File: src/rtl/ppuc_pkg.sv
`timescale 1ns / 1ps
// ----------------------------------------------------------------------------
// ppuc_pkg
// Shared widths, register indexes, pixel modes and the geometry word of the
// packed pixel unpacker with crop window.
// ----------------------------------------------------------------------------
package ppuc_pkg;

  localparam int DEFAULT_MAX_DIM = 4096;

  localparam int BYTE_W     = 8;
  localparam int PIX_W      = 16;
  localparam int MODE_W     = 2;
  localparam int DIM_W      = 13;
  localparam int POS_W      = 12;
  localparam int CFG_IDX_W  = 3;
  localparam int CFG_DATA_W = 13;

  // register indexes of the configuration port
  localparam logic [CFG_IDX_W-1:0] REG_PIXEL_MODE   = 3'd0;
  localparam logic [CFG_IDX_W-1:0] REG_IMAGE_WIDTH  = 3'd1;
  localparam logic [CFG_IDX_W-1:0] REG_IMAGE_HEIGHT = 3'd2;
  localparam logic [CFG_IDX_W-1:0] REG_CROP_X_FIRST = 3'd3;
  localparam logic [CFG_IDX_W-1:0] REG_CROP_X_END   = 3'd4;
  localparam logic [CFG_IDX_W-1:0] REG_CROP_Y_FIRST = 3'd5;
  localparam logic [CFG_IDX_W-1:0] REG_CROP_Y_END   = 3'd6;

  // pixel modes
  localparam logic [MODE_W-1:0] MODE_8BIT   = 2'd0;
  localparam logic [MODE_W-1:0] MODE_12BIT  = 2'd1;
  localparam logic [MODE_W-1:0] MODE_16BIT  = 2'd2;

  // reset values
  localparam logic [MODE_W-1:0] RST_MODE = MODE_16BIT;
  localparam logic [DIM_W-1:0]  RST_DIM  = 13'd4096;
  localparam logic [POS_W-1:0]  RST_POS  = 12'd0;

  typedef struct packed {
    logic              phase_clr;
    logic [MODE_W-1:0] mode;
    logic [DIM_W-1:0]  width;
    logic [DIM_W-1:0]  height;
    logic [POS_W-1:0]  x_first;
    logic [DIM_W-1:0]  x_end;
    logic [POS_W-1:0]  y_first;
    logic [DIM_W-1:0]  y_end;
  } geom_t;

  typedef struct packed {
    logic             fire;
    logic [PIX_W-1:0] value;
  } pix_t;

  function automatic logic [DIM_W-1:0] clamp_dim(input logic [DIM_W-1:0] v,
                                                 input logic [DIM_W-1:0] cap);
    logic [DIM_W-1:0] r;
    r = v;
    if (v == '0) r = DIM_W'(1);
    else if (v > cap) r = cap;
    return r;
  endfunction

  function automatic logic [DIM_W-1:0] min_dim(input logic [DIM_W-1:0] a,
                                               input logic [DIM_W-1:0] b);
    return (a < b) ? a : b;
  endfunction

endpackage

File: src/rtl/packed_pixel_unpack_crop.sv
`timescale 1ns / 1ps
// ----------------------------------------------------------------------------
// packed_pixel_unpack_crop
// Raw camera byte stream to 16-bit pixels with a crop window.
// ----------------------------------------------------------------------------
// Takes one raw byte per clock on the byte channel and gives 16-bit pixels
// on the pixel channel: 8-bit, packed 12-bit (three bytes, two pixels) or
// little-endian 16-bit. Only pixels inside the crop window come out; row_end
// and frame_end mark the last kept pixel of a row and of the frame. A byte
// passes through an input register and one step of unpack and window logic
// into the result register, and a byte is taken every cycle while the pixel
// side keeps up. Write the configuration only while no bytes are in flight;
// a pixel mode write restarts the byte grouping.
// ----------------------------------------------------------------------------
module packed_pixel_unpack_crop #(
  parameter int MAX_DIM = ppuc_pkg::DEFAULT_MAX_DIM
) (
  input  logic                            clk,
  input  logic                            rst,
  input  logic                            cfg_valid,
  output logic                            cfg_ready,
  input  logic [ppuc_pkg::CFG_IDX_W-1:0]  cfg_index,
  input  logic [ppuc_pkg::CFG_DATA_W-1:0] cfg_data,
  input  logic                            byte_valid,
  output logic                            byte_ready,
  input  logic [ppuc_pkg::BYTE_W-1:0]     raw_byte,
  output logic                            pixel_valid,
  input  logic                            pixel_ready,
  output logic [ppuc_pkg::PIX_W-1:0]      pixel_value,
  output logic                            row_end,
  output logic                            frame_end
);
  import ppuc_pkg::*;

  geom_t geom;
  pix_t  pix;
  logic  advance;

  ppuc_cfg #(
    .MAX_DIM (MAX_DIM)
  ) u_cfg (
    .clk       (clk),
    .rst       (rst),
    .cfg_valid (cfg_valid),
    .cfg_ready (cfg_ready),
    .cfg_index (cfg_index),
    .cfg_data  (cfg_data),
    .geom      (geom)
  );

  ppuc_unpack u_unpack (
    .clk        (clk),
    .rst        (rst),
    .byte_valid (byte_valid),
    .byte_ready (byte_ready),
    .raw_byte   (raw_byte),
    .geom       (geom),
    .advance    (advance),
    .pix        (pix)
  );

  ppuc_crop #(
    .MAX_DIM (MAX_DIM)
  ) u_crop (
    .clk         (clk),
    .rst         (rst),
    .geom        (geom),
    .pix         (pix),
    .advance     (advance),
    .pixel_valid (pixel_valid),
    .pixel_ready (pixel_ready),
    .pixel_value (pixel_value),
    .row_end     (row_end),
    .frame_end   (frame_end)
  );

endmodule

File: src/rtl/ppuc_cfg.sv
`timescale 1ns / 1ps
// ----------------------------------------------------------------------------
// ppuc_cfg
// Configuration registers and the registered clamped crop geometry.
// ----------------------------------------------------------------------------
module ppuc_cfg #(
  parameter int MAX_DIM = ppuc_pkg::DEFAULT_MAX_DIM
) (
  input  logic                            clk,
  input  logic                            rst,
  input  logic                            cfg_valid,
  output logic                            cfg_ready,
  input  logic [ppuc_pkg::CFG_IDX_W-1:0]  cfg_index,
  input  logic [ppuc_pkg::CFG_DATA_W-1:0] cfg_data,
  output ppuc_pkg::geom_t                 geom
);
  import ppuc_pkg::*;

  localparam int DIM_MAX_VAL = (1 << DIM_W) - 1;
  localparam logic [DIM_W-1:0] DIM_CAP =
    DIM_W'((MAX_DIM > DIM_MAX_VAL) ? DIM_MAX_VAL : MAX_DIM);

  logic [MODE_W-1:0] pixel_mode;
  logic [DIM_W-1:0]  image_width;
  logic [DIM_W-1:0]  image_height;
  logic [POS_W-1:0]  crop_x_first;
  logic [DIM_W-1:0]  crop_x_end;
  logic [POS_W-1:0]  crop_y_first;
  logic [DIM_W-1:0]  crop_y_end;

  logic [DIM_W-1:0]  width;
  logic [DIM_W-1:0]  height;
  logic [DIM_W-1:0]  x_end;
  logic [DIM_W-1:0]  y_end;
  logic              wr;

  assign cfg_ready = 1'b1;
  assign wr        = cfg_valid && cfg_ready;

  always_ff @(posedge clk) begin
    if (rst) begin
      pixel_mode   <= RST_MODE;
      image_width  <= RST_DIM;
      image_height <= RST_DIM;
      crop_x_first <= RST_POS;
      crop_x_end   <= RST_DIM;
      crop_y_first <= RST_POS;
      crop_y_end   <= RST_DIM;
    end else if (wr) begin
      case (cfg_index)
        REG_PIXEL_MODE:   pixel_mode   <= cfg_data[MODE_W-1:0];
        REG_IMAGE_WIDTH:  image_width  <= cfg_data[DIM_W-1:0];
        REG_IMAGE_HEIGHT: image_height <= cfg_data[DIM_W-1:0];
        REG_CROP_X_FIRST: crop_x_first <= cfg_data[POS_W-1:0];
        REG_CROP_X_END:   crop_x_end   <= cfg_data[DIM_W-1:0];
        REG_CROP_Y_FIRST: crop_y_first <= cfg_data[POS_W-1:0];
        REG_CROP_Y_END:   crop_y_end   <= cfg_data[DIM_W-1:0];
        default: ;
      endcase
    end
  end

  // clamp image size and window ends
  always_ff @(posedge clk) begin
    if (rst) begin
      width  <= clamp_dim(RST_DIM, DIM_CAP);
      height <= clamp_dim(RST_DIM, DIM_CAP);
      x_end  <= min_dim(RST_DIM, clamp_dim(RST_DIM, DIM_CAP));
      y_end  <= min_dim(RST_DIM, clamp_dim(RST_DIM, DIM_CAP));
    end else begin
      width  <= clamp_dim(image_width, DIM_CAP);
      height <= clamp_dim(image_height, DIM_CAP);
      x_end  <= min_dim(crop_x_end, clamp_dim(image_width, DIM_CAP));
      y_end  <= min_dim(crop_y_end, clamp_dim(image_height, DIM_CAP));
    end
  end

  always_comb begin
    geom.phase_clr = wr && (cfg_index == REG_PIXEL_MODE);
    geom.mode      = pixel_mode;
    geom.width     = width;
    geom.height    = height;
    geom.x_first   = crop_x_first;
    geom.x_end     = x_end;
    geom.y_first   = crop_y_first;
    geom.y_end     = y_end;
  end

endmodule

File: src/rtl/ppuc_unpack.sv
`timescale 1ns / 1ps
// ----------------------------------------------------------------------------
// ppuc_unpack
// Input byte register and byte-to-pixel assembly for the three pixel modes.
// ----------------------------------------------------------------------------
module ppuc_unpack (
  input  logic                        clk,
  input  logic                        rst,
  input  logic                        byte_valid,
  output logic                        byte_ready,
  input  logic [ppuc_pkg::BYTE_W-1:0] raw_byte,
  input  ppuc_pkg::geom_t             geom,
  input  logic                        advance,
  output ppuc_pkg::pix_t              pix
);
  import ppuc_pkg::*;

  localparam logic [1:0] PH_0 = 2'd0;
  localparam logic [1:0] PH_1 = 2'd1;
  localparam logic [1:0] PH_2 = 2'd2;

  logic              byte_vld;
  logic [BYTE_W-1:0] byte_reg;
  logic [1:0]        phase;
  logic [1:0]        phase_next;
  logic [BYTE_W-1:0] held;
  logic [BYTE_W-1:0] held_next;
  logic [PIX_W-1:0]  value;
  logic              have;
  logic              step;

  assign byte_ready = !byte_vld || advance;
  assign step       = byte_vld && advance;

  always_comb begin
    value      = '0;
    have       = 1'b0;
    phase_next = phase;
    held_next  = held;
    case (geom.mode)
      MODE_8BIT: begin
        value = {8'h00, byte_reg};
        have  = 1'b1;
      end
      MODE_12BIT: begin
        case (phase)
          PH_0: begin
            held_next  = byte_reg;
            phase_next = PH_1;
          end
          PH_1: begin
            value      = {4'h0, held, byte_reg[7:4]};
            have       = 1'b1;
            held_next  = byte_reg;
            phase_next = PH_2;
          end
          default: begin
            value      = {4'h0, held[3:0], byte_reg};
            have       = 1'b1;
            phase_next = PH_0;
          end
        endcase
      end
      MODE_16BIT: begin
        case (phase)
          PH_0: begin
            held_next  = byte_reg;
            phase_next = PH_1;
          end
          default: begin
            value      = {byte_reg, held};
            have       = 1'b1;
            phase_next = PH_0;
          end
        endcase
      end
      default: ;
    endcase
  end

  always_ff @(posedge clk) begin
    if (rst) begin
      byte_vld <= 1'b0;
      phase    <= PH_0;
      held     <= '0;
    end else begin
      if (byte_ready) byte_vld <= byte_valid;
      if (geom.phase_clr) phase <= PH_0;
      else if (step) phase <= phase_next;
      if (step) held <= held_next;
    end
  end

  always_ff @(posedge clk) begin
    if (byte_valid && byte_ready) byte_reg <= raw_byte;
  end

  assign pix.fire  = byte_vld && have;
  assign pix.value = value;

endmodule

File: src/rtl/ppuc_crop.sv
`timescale 1ns / 1ps
// ----------------------------------------------------------------------------
// ppuc_crop
// Column and row counters, crop window test and the result word register.
// ----------------------------------------------------------------------------
module ppuc_crop #(
  parameter int MAX_DIM = ppuc_pkg::DEFAULT_MAX_DIM
) (
  input  logic                       clk,
  input  logic                       rst,
  input  ppuc_pkg::geom_t            geom,
  input  ppuc_pkg::pix_t             pix,
  output logic                       advance,
  output logic                       pixel_valid,
  input  logic                       pixel_ready,
  output logic [ppuc_pkg::PIX_W-1:0] pixel_value,
  output logic                       row_end,
  output logic                       frame_end
);
  import ppuc_pkg::*;

  localparam int CW    = $clog2(MAX_DIM);
  localparam int CMP_W = ((CW > DIM_W) ? CW : DIM_W) + 1;

  logic [CW-1:0]    column_count;
  logic [CW-1:0]    row_count;
  logic [CW-1:0]    column_count_next;
  logic [CW-1:0]    row_count_next;
  logic [CMP_W-1:0] col;
  logic [CMP_W-1:0] row;
  logic [CMP_W-1:0] col_inc;
  logic [CMP_W-1:0] row_inc;
  logic [CMP_W-1:0] width;
  logic [CMP_W-1:0] height;
  logic [CMP_W-1:0] x_first;
  logic [CMP_W-1:0] x_end;
  logic [CMP_W-1:0] y_first;
  logic [CMP_W-1:0] y_end;
  logic             in_win;
  logic             re;
  logic             fe;
  logic             take;

  assign advance = !pixel_valid || pixel_ready;
  assign take    = pix.fire && advance;

  always_comb begin
    col     = CMP_W'(column_count);
    row     = CMP_W'(row_count);
    col_inc = col + CMP_W'(1);
    row_inc = row + CMP_W'(1);
    width   = CMP_W'(geom.width);
    height  = CMP_W'(geom.height);
    x_first = CMP_W'(geom.x_first);
    x_end   = CMP_W'(geom.x_end);
    y_first = CMP_W'(geom.y_first);
    y_end   = CMP_W'(geom.y_end);
    in_win  = (col >= x_first) && (col < x_end) && (row >= y_first) && (row < y_end);
    re      = (col_inc == x_end);
    fe      = re && (row_inc == y_end);
    column_count_next = col_inc[CW-1:0];
    row_count_next    = row_count;
    if (col_inc >= width) begin
      column_count_next = '0;
      row_count_next    = (row_inc >= height) ? '0 : row_inc[CW-1:0];
    end
  end

  always_ff @(posedge clk) begin
    if (rst) begin
      column_count <= '0;
      row_count    <= '0;
      pixel_valid  <= 1'b0;
    end else begin
      if (take) begin
        column_count <= column_count_next;
        row_count    <= row_count_next;
      end
      if (advance) pixel_valid <= take && in_win;
    end
  end

  always_ff @(posedge clk) begin
    if (take) begin
      pixel_value <= pix.value;
      row_end     <= re;
      frame_end   <= fe;
    end
  end

endmodule
File: config.mk
export PLATFORM = sky130hd
export DESIGN_NAME = packed_pixel_unpack_crop
export DESIGN_NICKNAME = d
export VERILOG_FILES = /design/src/rtl/ppuc_pkg.sv /design/src/rtl/packed_pixel_unpack_crop.sv /design/src/rtl/ppuc_cfg.sv /design/src/rtl/ppuc_unpack.sv /design/src/rtl/ppuc_crop.sv
export SDC_FILE = /design/constraint.sdc
export NUM_CORES = 1
export LEC_CHECK = 0
export BUFFER_PORTS_ARGS = -buffer_cell sky130_fd_sc_hd__buf_2
export CORE_MARGIN = 2
export CORE_UTILIZATION = 35
export CTS_BUF_LIST = sky130_fd_sc_hd__clkbuf_2
export DETAILED_ROUTE_END_ITERATION = 10
export HOLD_SLACK_MARGIN = 0.06
export PLACE_DENSITY = 0.61
export SYNTH_ARGS = -nofsm -noshare
export SYNTH_HDL_FRONTEND = slang
export SYNTH_SLANG_ARGS = --single-unit
File: constraint.sdc
create_clock -name clk -period 3.97 [get_ports clk]
set_clock_uncertainty 0.15 [all_clocks]
set_input_delay 0.5955 -clock clk [delete_from_list [all_inputs] [get_ports clk]]
set_output_delay 0.5955 -clock clk [all_outputs]
set_load 0.02 [all_outputs]
# Yosys cells after proc, flatten, opt, wreduce, memory -nomap -nowiden
# Index checks and enable logic that the tools add are counted.
[op_classes]
magnitude_cmp = 10
mux = 21
n_addsub = 2
n_eq_ne = 13
n_reduce_logical = 33
[op_table]
columns = ["cell", "count"]
rows = [
  ["13-bit two-way mux", 8],
  ["16-bit one-hot mux with 3 select lines", 1],
  ["14-bit by 13-bit == test with 1-bit output", 2],
  ["14-bit by 13-bit >= comparator with 1-bit output", 2],
  ["12-bit by 1-bit adder with 13-bit output, second input constant", 2],
  ["13-bit > comparator, second input constant", 2],
  ["13-bit logical NOT", 2],
  ["12-bit by 13-bit less-than comparator with 1-bit output", 2],
  ["13-bit less-than comparator", 2],
  ["12-bit >= comparator", 2],
  ["12-bit two-way mux", 2],
  ["12-bit one-hot mux with 2 select lines", 1],
  ["2-bit AND reduction", 9],
  ["16-bit two-way mux", 1],
  ["8-bit two-way mux", 2],
  ["8-bit one-hot mux with 2 select lines", 1],
  ["1-bit logical AND", 10],
  ["3-bit == test, second input constant", 3],
  ["2-bit one-hot mux with 2 select lines", 2],
  ["3-bit by 2-bit == test with 1-bit output, second input constant", 2],
  ["2-bit OR reduction", 3],
  ["2-bit by 1-bit == test with 1-bit output, second input constant", 2],
  ["2-bit logical NOT", 2],
  ["4-bit AND reduction", 1],
  ["other kinds (10)", 13],
]
[totals]
reg_bits = 192
output_inout_bits = 21
elab_cells = 100
input_bits = 29

# Longest topological paths before layout
# Gate-level depths: netlist of run 1.
[depth]
depth_word = 6
depth_mapped = 13
depth_no_buf = 11

# Cells and area by module
# A second synthesis of run 1 with hierarchy kept.
[hier_totals]
cells_unflattened = 1237
area_unflattened_um2 = 10568.9
[by_module_without_submodules]
columns = ["mod", "cells_each", "seq_area_each_um2", "area_each_um2", "n_inst"]
rows = [
  ["ppuc_cfg", 596, 2602.5, 5133.7, 1],
  ["ppuc_crop", 514, 1041.0, 4252.8, 1],
  ["ppuc_unpack", 127, 460.4, 1182.4, 1],
]

# Least setup slack after synthesis of run 1
# No wires, ideal clock.
[synth_path]
kind = "reg2reg"
from = "register u_crop.row_count[1]"
to = "register u_crop.row_count[3]"
arrival_time_ps = 2674
path_buffers = 1
stages_incl_launch_ff = 12
setup_slack_ps = 1067
period_less_slack_ps = 2903
path_cell_list = "dfxtp_1 -> ha_1 -> and3_1 -> nand3_1 -> xnor2_1 -> ha_1 -> a21oi_1 -> nor2_1 -> a211oi_1 -> clkbuf_1 -> nand4_1 -> o211ai_1"
[synth_between]
elab_chain_len = 3
[synth_lines]
columns = ["item", "line", "rtl"]
rows = [
  ["from (decl)", "ppuc_crop.sv:26", "logic [CW-1:0] row_count;"],
  ["from (signal assigned)", "ppuc_crop.sv:77", "row_count <= row_count_next;"],
  ["12-bit by 1-bit adder with 13-bit output (*)", "ppuc_crop.sv:51", "row_inc = row + CMP_W'(1);"],
  ["14-bit by 13-bit >= comparator with 1-bit output", "ppuc_crop.sv:65", "row_count_next = (row_inc >= height) ? '0 : row_inc[CW-1:0];"],
  ["12-bit two-way mux (*)", "ppuc_crop.sv:65", ""],
]
# Mark *: on every way between the ends. The rest lies on a longest branch, timed or not.
# A chain may end at the register's enable or synchronous reset.

# Final worst setup path of run 1
[layout_path]
from = "register u_crop.column_count[3]"
to = "register u_crop.column_count[0]"
[layout_between]
elab_chain_len = 3
[layout_lines]
columns = ["item", "line", "rtl"]
rows = [
  ["from (decl)", "ppuc_crop.sv:25", "logic [CW-1:0] column_count;"],
  ["from (signal assigned)", "ppuc_crop.sv:76", "column_count <= column_count_next;"],
  ["12-bit by 1-bit adder with 13-bit output", "ppuc_crop.sv:50", "col_inc = col + CMP_W'(1);"],
  ["14-bit by 13-bit >= comparator with 1-bit output", "ppuc_crop.sv:63", "if (col_inc >= width) begin"],
  ["12-bit two-way mux", "ppuc_crop.sv:63", ""],
]
# No other way between the ends.

==> summary.md, run 1 <==
| Metric | Value |
|---|---|
| Worst min path class | `in -> reg` |
| Reg clk slew, reported paths | `0.28 ns` |
| Setup TNS | `0 ns` |
| Achievable Freq | `303 MHz` |
| Async S/R FF share, synth | `0` |
| CP most frequent cell | `nand2_1` |
| Yosys Warn Count | `0` |
| RSZ-0062 raised after global routing | `false` |
| Seq/Total Area, Yosys | `0.394` |
| Setup Viol. Count Final | `0` |
| Post-cts sizing count | `0` |
| Minimum clock period | `3.30 ns` |
| I/O Pins | `50` |
| Post-DP HPWL | `20500 microns` |
| Mapped cell area | `10400 sq um` |
| Core Util, Final | `0.390` |
| DRC Markers | `0` |
| Post-synth EDFFs | `26` |
| #FFs+latches synth | `192` |
| Number of flip-flops in the largest register | `16` |
| First-pass GRT wire length | `43900 microns` |
| Area Overhead vs Synth | `10.3%` |
| Post-CTS Hold Fix Bufs | `25` |
| Gate power share | `0.135` |
| Vias | `8801` |
| Final Hold Fails | `0` |
| Storage element area | `4100 sq um` |
| WS Path Type | `reg -> reg` |
| Cell Int Power | `2.56 mW` |
| Vias in the first global route | `8143` |
| Syn Nets | `1383` |
| Ratio of cells with drive above 1 in the final layout | `0.0748` |
| Top reg by flops | `u_crop.pixel_value` |
| Req. time, crit path | `4.54 ns` |
| Largest net degree at the start of global routing | `51` |
| Count of max-cap constraint violations | `0` |
| Most common cell in the netlist | `nand2_1` |
| Worst-skew pair later-pin latency | `0.80 ns` |
| Hold WS | `0.133 ns` |
| CTS tree | `yes` |
| Post-synth cell types | `68` |
| Syn avg cell area | `8.34 sq um` |
| Switching part of the total | `0.296` |
| Grt ovf | `0` |
| Power share of the clock group | `0.284` |
| CP Launch Type | `flop` |
| Initial antenna violation count | `1` |
| Row count | `63` |
| DRT Wirelength | `27500 microns` |
| Post-Syn Instances | `1250` |
| Vias per cell | `5.17` |
| Die Height | `177 microns` |
| Die area | `31200 sq um` |
| Worst Path Arrival | `3.87 ns` |
| Pwr Density | `317 nW/um^2` |
| Total Nets Final | `1430` |
| P_leak | `4.67 nW` |
| Critical Path Max Stage Delay | `0.61 ns` |
| Nature of the critical path endpoint | `flop` |
| Tcrit/Tclk final | `0.832` |
| Initial drt markers | `703` |
| Drt wl/cell | `16.2 microns` |
| Total net switching power | `1.08 mW` |
| Tightest Pin Transition | `1.19 ns` |
| Max clock buf depth | `2` |
| Sink Count | `192` |
| Reg power frac | `0.581` |
| Top cells by count, synth | `nand2_1 (245), dfxtp_1 (166), a21oi_1 (118)` |
| Synth area leaders | `dfxtp_1 (32%), ha_1 (12%), nand2_1 (8.8%), edfxtp_1 (7.5%), a21oi_1 (5.7%)` |
| Max_slew headroom | `0.201` |
| DRT antenna net count | `0` |
| Die width | `177 microns` |
| PortBufs | `48` |
| Starting density of the core | `0.353` |
| Synth area leader | `dfxtp_1` |
| Gpl congestion | `0.875` |
| Worst VDD drop | `0.177 mV` |
| Multi-input gate area | `5660 sq um` |
| Clock root buffer | `clkbuf_2` |
| CTS H-tree lvls | `4` |
| Total core area | `29500 sq um` |
| Worst path slowest cell | `dfxtp_1` |
| Synth Flop Type | `dfxtp_1` |
| Final Power | `3.65 mW` |
| Run status | `complete, no violations` |
| Fillers | `3064` |
| Max Fanout on Critical Path | `12` |
| Yosys top cell area share | `0.319` |
| Critical path, cell by cell | `and4_2 > nand2_1 > xnor2_1 > ha_1 > a21oi_1 > o211ai_1 > nand2_1 > a21o_1 > nand2_1 > a21oi_1` |
| Slew Limit Fails | `0` |
| Drt pass-1 iters | `6` |
| Total CTS buffers | `17` |
| Total track usage | `0.178` |
| Post-CTS setup buffers | `0` |
## final cells by class
type	instances	share of cell area
Multi-Input combinational cell	891	0.493
Sequential cell	192	0.357
Timing Repair Buffer	82	0.0488
Tap cell	390	0.0424
Inverter	113	0.0369
Clock inverter	12	0.0133
Clock buffer	20	0.00871
Antenna cell	1	0.000218
## logic make-up after synthesis
group                      Yosys count  synth area share
adders and majority gates          104             0.125
xor gates and xnor gates            45            0.0385
muxes                               13            0.0125
other                                1          0.000360
buffers and inverters              167            0.0627
AOI/OAI and AO/OA                  261             0.165
DFF                                192             0.394
and+or+nand+nor                    467             0.202
## layout by cell type, fill, tap and decap left out, types with 15 or more instances in the layout
cell type	synthesis	routed
o21ai_0	15	15
xnor2_1	31	31
ha_1	104	104
inv_1	112	112
dfxtp_1	166	166
nor2_1	69	69
nand3_1	48	48
clkbuf_2	1	20
a21o_1	15	15
buf_2	2	47
dlygate4sd3_1	0	25
edfxtp_1	26	26
and3_1	15	15
nand4_1	21	21
a21oi_1	118	118
a2bb2oi_1	23	23
a211oi_1	15	15
nand2_1	245	245
o211ai_1	16	16
## through the flow
stage / instance area (sq um) / worst slack (ns) / instances
floorplan: 10400 / 1.07 / 1250
global placement: 11000 / 0.675 / 1643
detailed placement: 11000 / 0.690 / 1643
CTS: 11500 / 0.629 / 1700
global route: 11500 / 0.485 / 1701
finish: 11500 / 0.667 / 1701
## path summary, 6_finish.rpt
check	start	to	slack, ns	cells past startpoint
max	u_crop.column_count[3]	u_crop.column_count[0]	0.67	10
min	pixel_ready	u_crop.pixel_valid	0.13	4
max reg2reg	u_crop.column_count[3]	u_crop.column_count[0]	0.67	10
min reg2reg	u_cfg.crop_y_first[9]	u_cfg.crop_y_first[9]	0.33	2
## metal layers
metal  GRT usage  vias to the layer above  routed length, microns
met5           0                        -                       0
met4      0.0530                        0                     538
met3      0.0237                       29                    1210
met2       0.280                      272                   12000
met1       0.254                     4063                   13700
li1            -                     4437                       -
## power by group through the flow
stage | sequential (mW) | clock, mW | combinational (mW)
detailed placement | 2.15 | 0 | 0.470
finish | 2.12 | 1.03 | 0.493
global placement | 2.15 | 0 | 0.464
global route | 2.13 | 1.15 | 0.548
floorplan | 2.13 | 0 | 0.333
CTS | 2.12 | 1.07 | 0.491
## critical path: cells and delay by family, from the launching register on
family / cells / cell delay (ns)
compound gates: 4 / 0.92
xor+xnor: 1 / 0.18
fa+ha+maj: 1 / 0.30
flops: 1 / 0.61
simple gates: 4 / 1.08
No activity file was read; power rests on OpenSTA's default activity.
==> inputs of run 2 (changes only) <==
Clock period 3.97 ns to 3.2 ns, I/O delays scaled along.
==> run 2 against run 1 <==
  * Register-to-register slack got worse by 0.50 ns
  * Non-clock buffer count increased by 31
  * Via count increased by 2.0%
  * Sequential cell count unchanged
  * Setup slack got worse by 0.50 ns
  * Count of clock-buffer cells in the layout decreased by 3
  * Largest cell class unchanged
  * Largest power group unchanged
  * Highest routed layer unchanged
==> summary.md, run 2 (synthesized netlist as in run 1, its figures left out) <==
| Metric | Value |
|---|---|
| Total core area | `29500 sq um (unchanged)` |
| CTS H-tree lvls | `4 (unchanged)` |
| Worst path slowest cell | `nor4_1 (was dfxtp_1)` |
| Nature of the critical path endpoint | `flop (unchanged)` |
| Ratio of cells with drive above 1 in the final layout | `0.0969 (was 0.0748)` |
| Setup crit end | `u_crop.column_count[0] (unchanged)` |
| Most frequent cells in the layout | `nand2_1 (245), dfxtp_1 (159), a21oi_1 (118) (was nand2_1 (245), dfxtp_1 (166), a21oi_1 (118))` |
| Worst-skew pair later-pin latency | `0.85 ns (was 0.80 ns)` |
| Register-to-register setup slack | `0.17 ns (was 0.67 ns)` |
| Gpl congestion | `0.912 (was 0.875)` |
| Slew Limit Fails | `0 (unchanged)` |
| Max clock buf depth | `2 (unchanged)` |
| DRT antenna net count | `0 (unchanged)` |
| Run status | `complete, no violations (unchanged)` |
| Worst min path class | `in -> reg (unchanged)` |
| I/O Pins | `50 (unchanged)` |
| Sink Count | `192 (unchanged)` |
| P_leak | `4.83 nW (was 4.67 nW)` |
| Worst VDD drop | `0.331 mV (was 0.177 mV)` |
| DRC Markers | `0 (unchanged)` |
| Grt ovf | `0 (unchanged)` |
| Number of flip-flops in the largest register | `16 (unchanged)` |
| Multi-input gate area | `5680 sq um (was 5660 sq um)` |
| Reg clk slew, reported paths | `0.34 ns (was 0.28 ns)` |
| Row count | `63 (unchanged)` |
| RSZ-0062 raised after global routing | `true (was false)` |
| CP Launch Type | `flop (unchanged)` |
| Total CTS buffers | `17 (unchanged)` |
| Drt wl/cell | `16.1 microns (was 16.2 microns)` |
| PortBufs | `48 (unchanged)` |
| Pwr Density | `396 nW/um^2 (was 317 nW/um^2)` |
| Total track usage | `0.182 (was 0.178)` |
| Minimum clock period | `3.03 ns (was 3.30 ns)` |
| Critical path, cell by cell | `ha_1 > nand3_1 > nor4_1 > ha_1 > a21oi_1 > o211a_1 > a21o_1 > nand2_1 > buf_4 > a21oi_1 (was and4_2 > nand2_1 > xnor2_1 > ha_1 > a21oi_1 > o211ai_1 > nand2_1 > a21o_1 > nand2_1 > a21oi_1)` |
| Worst Path Arrival | `3.68 ns (was 3.87 ns)` |
| Commonest non-fill, non-tap cell in the layout | `nand2_1 (unchanged)` |
| Total Nets Final | `1461 (was 1430)` |
| Area Overhead vs Synth | `13.6% (was 10.3%)` |
| Vias | `8976 (was 8801)` |
| Count of max-cap constraint violations | `0 (unchanged)` |
| DRT Wirelength | `27800 microns (was 27500 microns)` |
| Achievable Freq | `330 MHz (was 303 MHz)` |
| Delay-heaviest family, CP | `compound AO/OA/AOI/OAI gates (was simple AND/OR/NAND/NOR gates)` |
| R2R Path Start | `u_crop.column_count[0] (was u_crop.column_count[3])` |
| Top reg by flops | `u_crop.pixel_value (unchanged)` |
| Starting density of the core | `0.353 (unchanged)` |
| Max Fanout on Critical Path | `12 (unchanged)` |
| Initial drt markers | `874 (was 703)` |
| First-pass GRT wire length | `44900 microns (was 43900 microns)` |
| Post-DP HPWL | `20800 microns (was 20500 microns)` |
| Critical Path Max Stage Delay | `0.48 ns (was 0.61 ns)` |
| Fillers | `3041 (was 3064)` |
| Hold WS | `0.177 ns (was 0.133 ns)` |
| Final Hold Fails | `0 (unchanged)` |
| Tightest Pin Transition | `1.24 ns (was 1.19 ns)` |
| Vias in the first global route | `8360 (was 8143)` |
| Largest net degree at the start of global routing | `44 (was 51)` |
| CP Launch Point | `u_crop.column_count[0] (was u_crop.column_count[3])` |
| Req. time, crit path | `3.85 ns (was 4.54 ns)` |
| Drt pass-1 iters | `5 (was 6)` |
| Die Height | `177 microns (unchanged)` |
| Post-CTS setup buffers | `0 (unchanged)` |
| R2R depth | `10 (unchanged)` |
| Die area | `31200 sq um (unchanged)` |
| Clock root buffer | `clkbuf_2 (unchanged)` |
| Core Util, Final | `0.402 (was 0.390)` |
| Storage element area | `4120 sq um (was 4100 sq um)` |
| Initial antenna violation count | `1 (unchanged)` |
| WP buf/inv | `1 (was 0)` |
| Setup Viol. Count Final | `0 (unchanged)` |
| Setup TNS | `0 ns (unchanged)` |
| WS Path Type | `reg -> reg (unchanged)` |
| Number of cells on the critical path | `10 (unchanged)` |
| Max_slew headroom | `0.167 (was 0.201)` |
| FF-to-FF End | `u_crop.column_count[0] (unchanged)` |
| CTS tree | `yes (unchanged)` |
| Die width | `177 microns (unchanged)` |
| Vias per cell | `5.18 (was 5.17)` |
| Tcrit/Tclk final | `0.946 (was 0.832)` |
[run 2: cell types whose count changed in the layout (fill, tap and decap cells not counted), sizes merged]
cell	previous run	this run
clkbuf	20	17
buf	57	78
inv	116	121
dlygate4sd3	25	35
clkinvlp	0	1
bufinv	2	1
clkinv	7	5
[run 2: per-layer routing]
metal  wire, microns  GRT usage  vias to the layer above
met5               0          0                        -
met3            1520     0.0276                       46
met4             831     0.0702                        0
met2           12000      0.276                      271
met1           13500      0.258                     4155
li1                -          -                     4504
[run 2: power by group]
part / leakage (nW) / switching (mW) / internal, mW
Combinational: 3.08 / 0.366 / 0.261
Sequential: 1.57 / 0.0879 / 2.54
Clock: 0.175 / 1.04 / 0.385
[run 2: final cells by class]
class / instances / share of cell area
multi-input combinational: 891 / 0.479
sequential: 192 / 0.348
timing repair buffer: 113 / 0.0691
tap: 390 / 0.0412
inverter: 113 / 0.0361
clock inverter: 15 / 0.0188
clock buffer: 17 / 0.00719
antenna: 1 / 0.000211
[run 2: how the worst min path moves through the flow]
stage,start,to,slack (ns),depth (start not counted)
4_1_cts,raw_byte[0],u_unpack.byte_reg[0],0.11,2
2_1_floorplan,u_cfg.crop_x_first[10],u_cfg.crop_x_first[10],0.29,2
5_1_grt,raw_byte[1],u_unpack.byte_reg[1],0.13,2
3_3_place_gp,u_cfg.crop_y_first[10],u_cfg.crop_y_first[10],0.29,2
3_5_place_dp,u_cfg.crop_y_first[10],u_cfg.crop_y_first[10],0.30,2
6_report,raw_byte[1],u_unpack.byte_reg[1],0.18,2
[run 2: repair_timing]
action	CTS	global route
endpoints found under the hold margin	114	0
gates cloned	0	0
setup endpoints to repair	4	35
hold buffers	35	0
pin swaps	0	0
gates resized for setup	1	12
[run 2: metrics by stage]
stage	setup WS (ns)	total power, mW	cell area, sq um	cells
CTS	0.0759	4.72	11800	1731
floorplan	0.297	3.06	10400	1250
global placement	0.175	3.25	11100	1664
finish	0.172	4.69	11800	1732
detailed placement	0.0454	3.26	11100	1664
global route	-0.00872	4.91	11800	1732
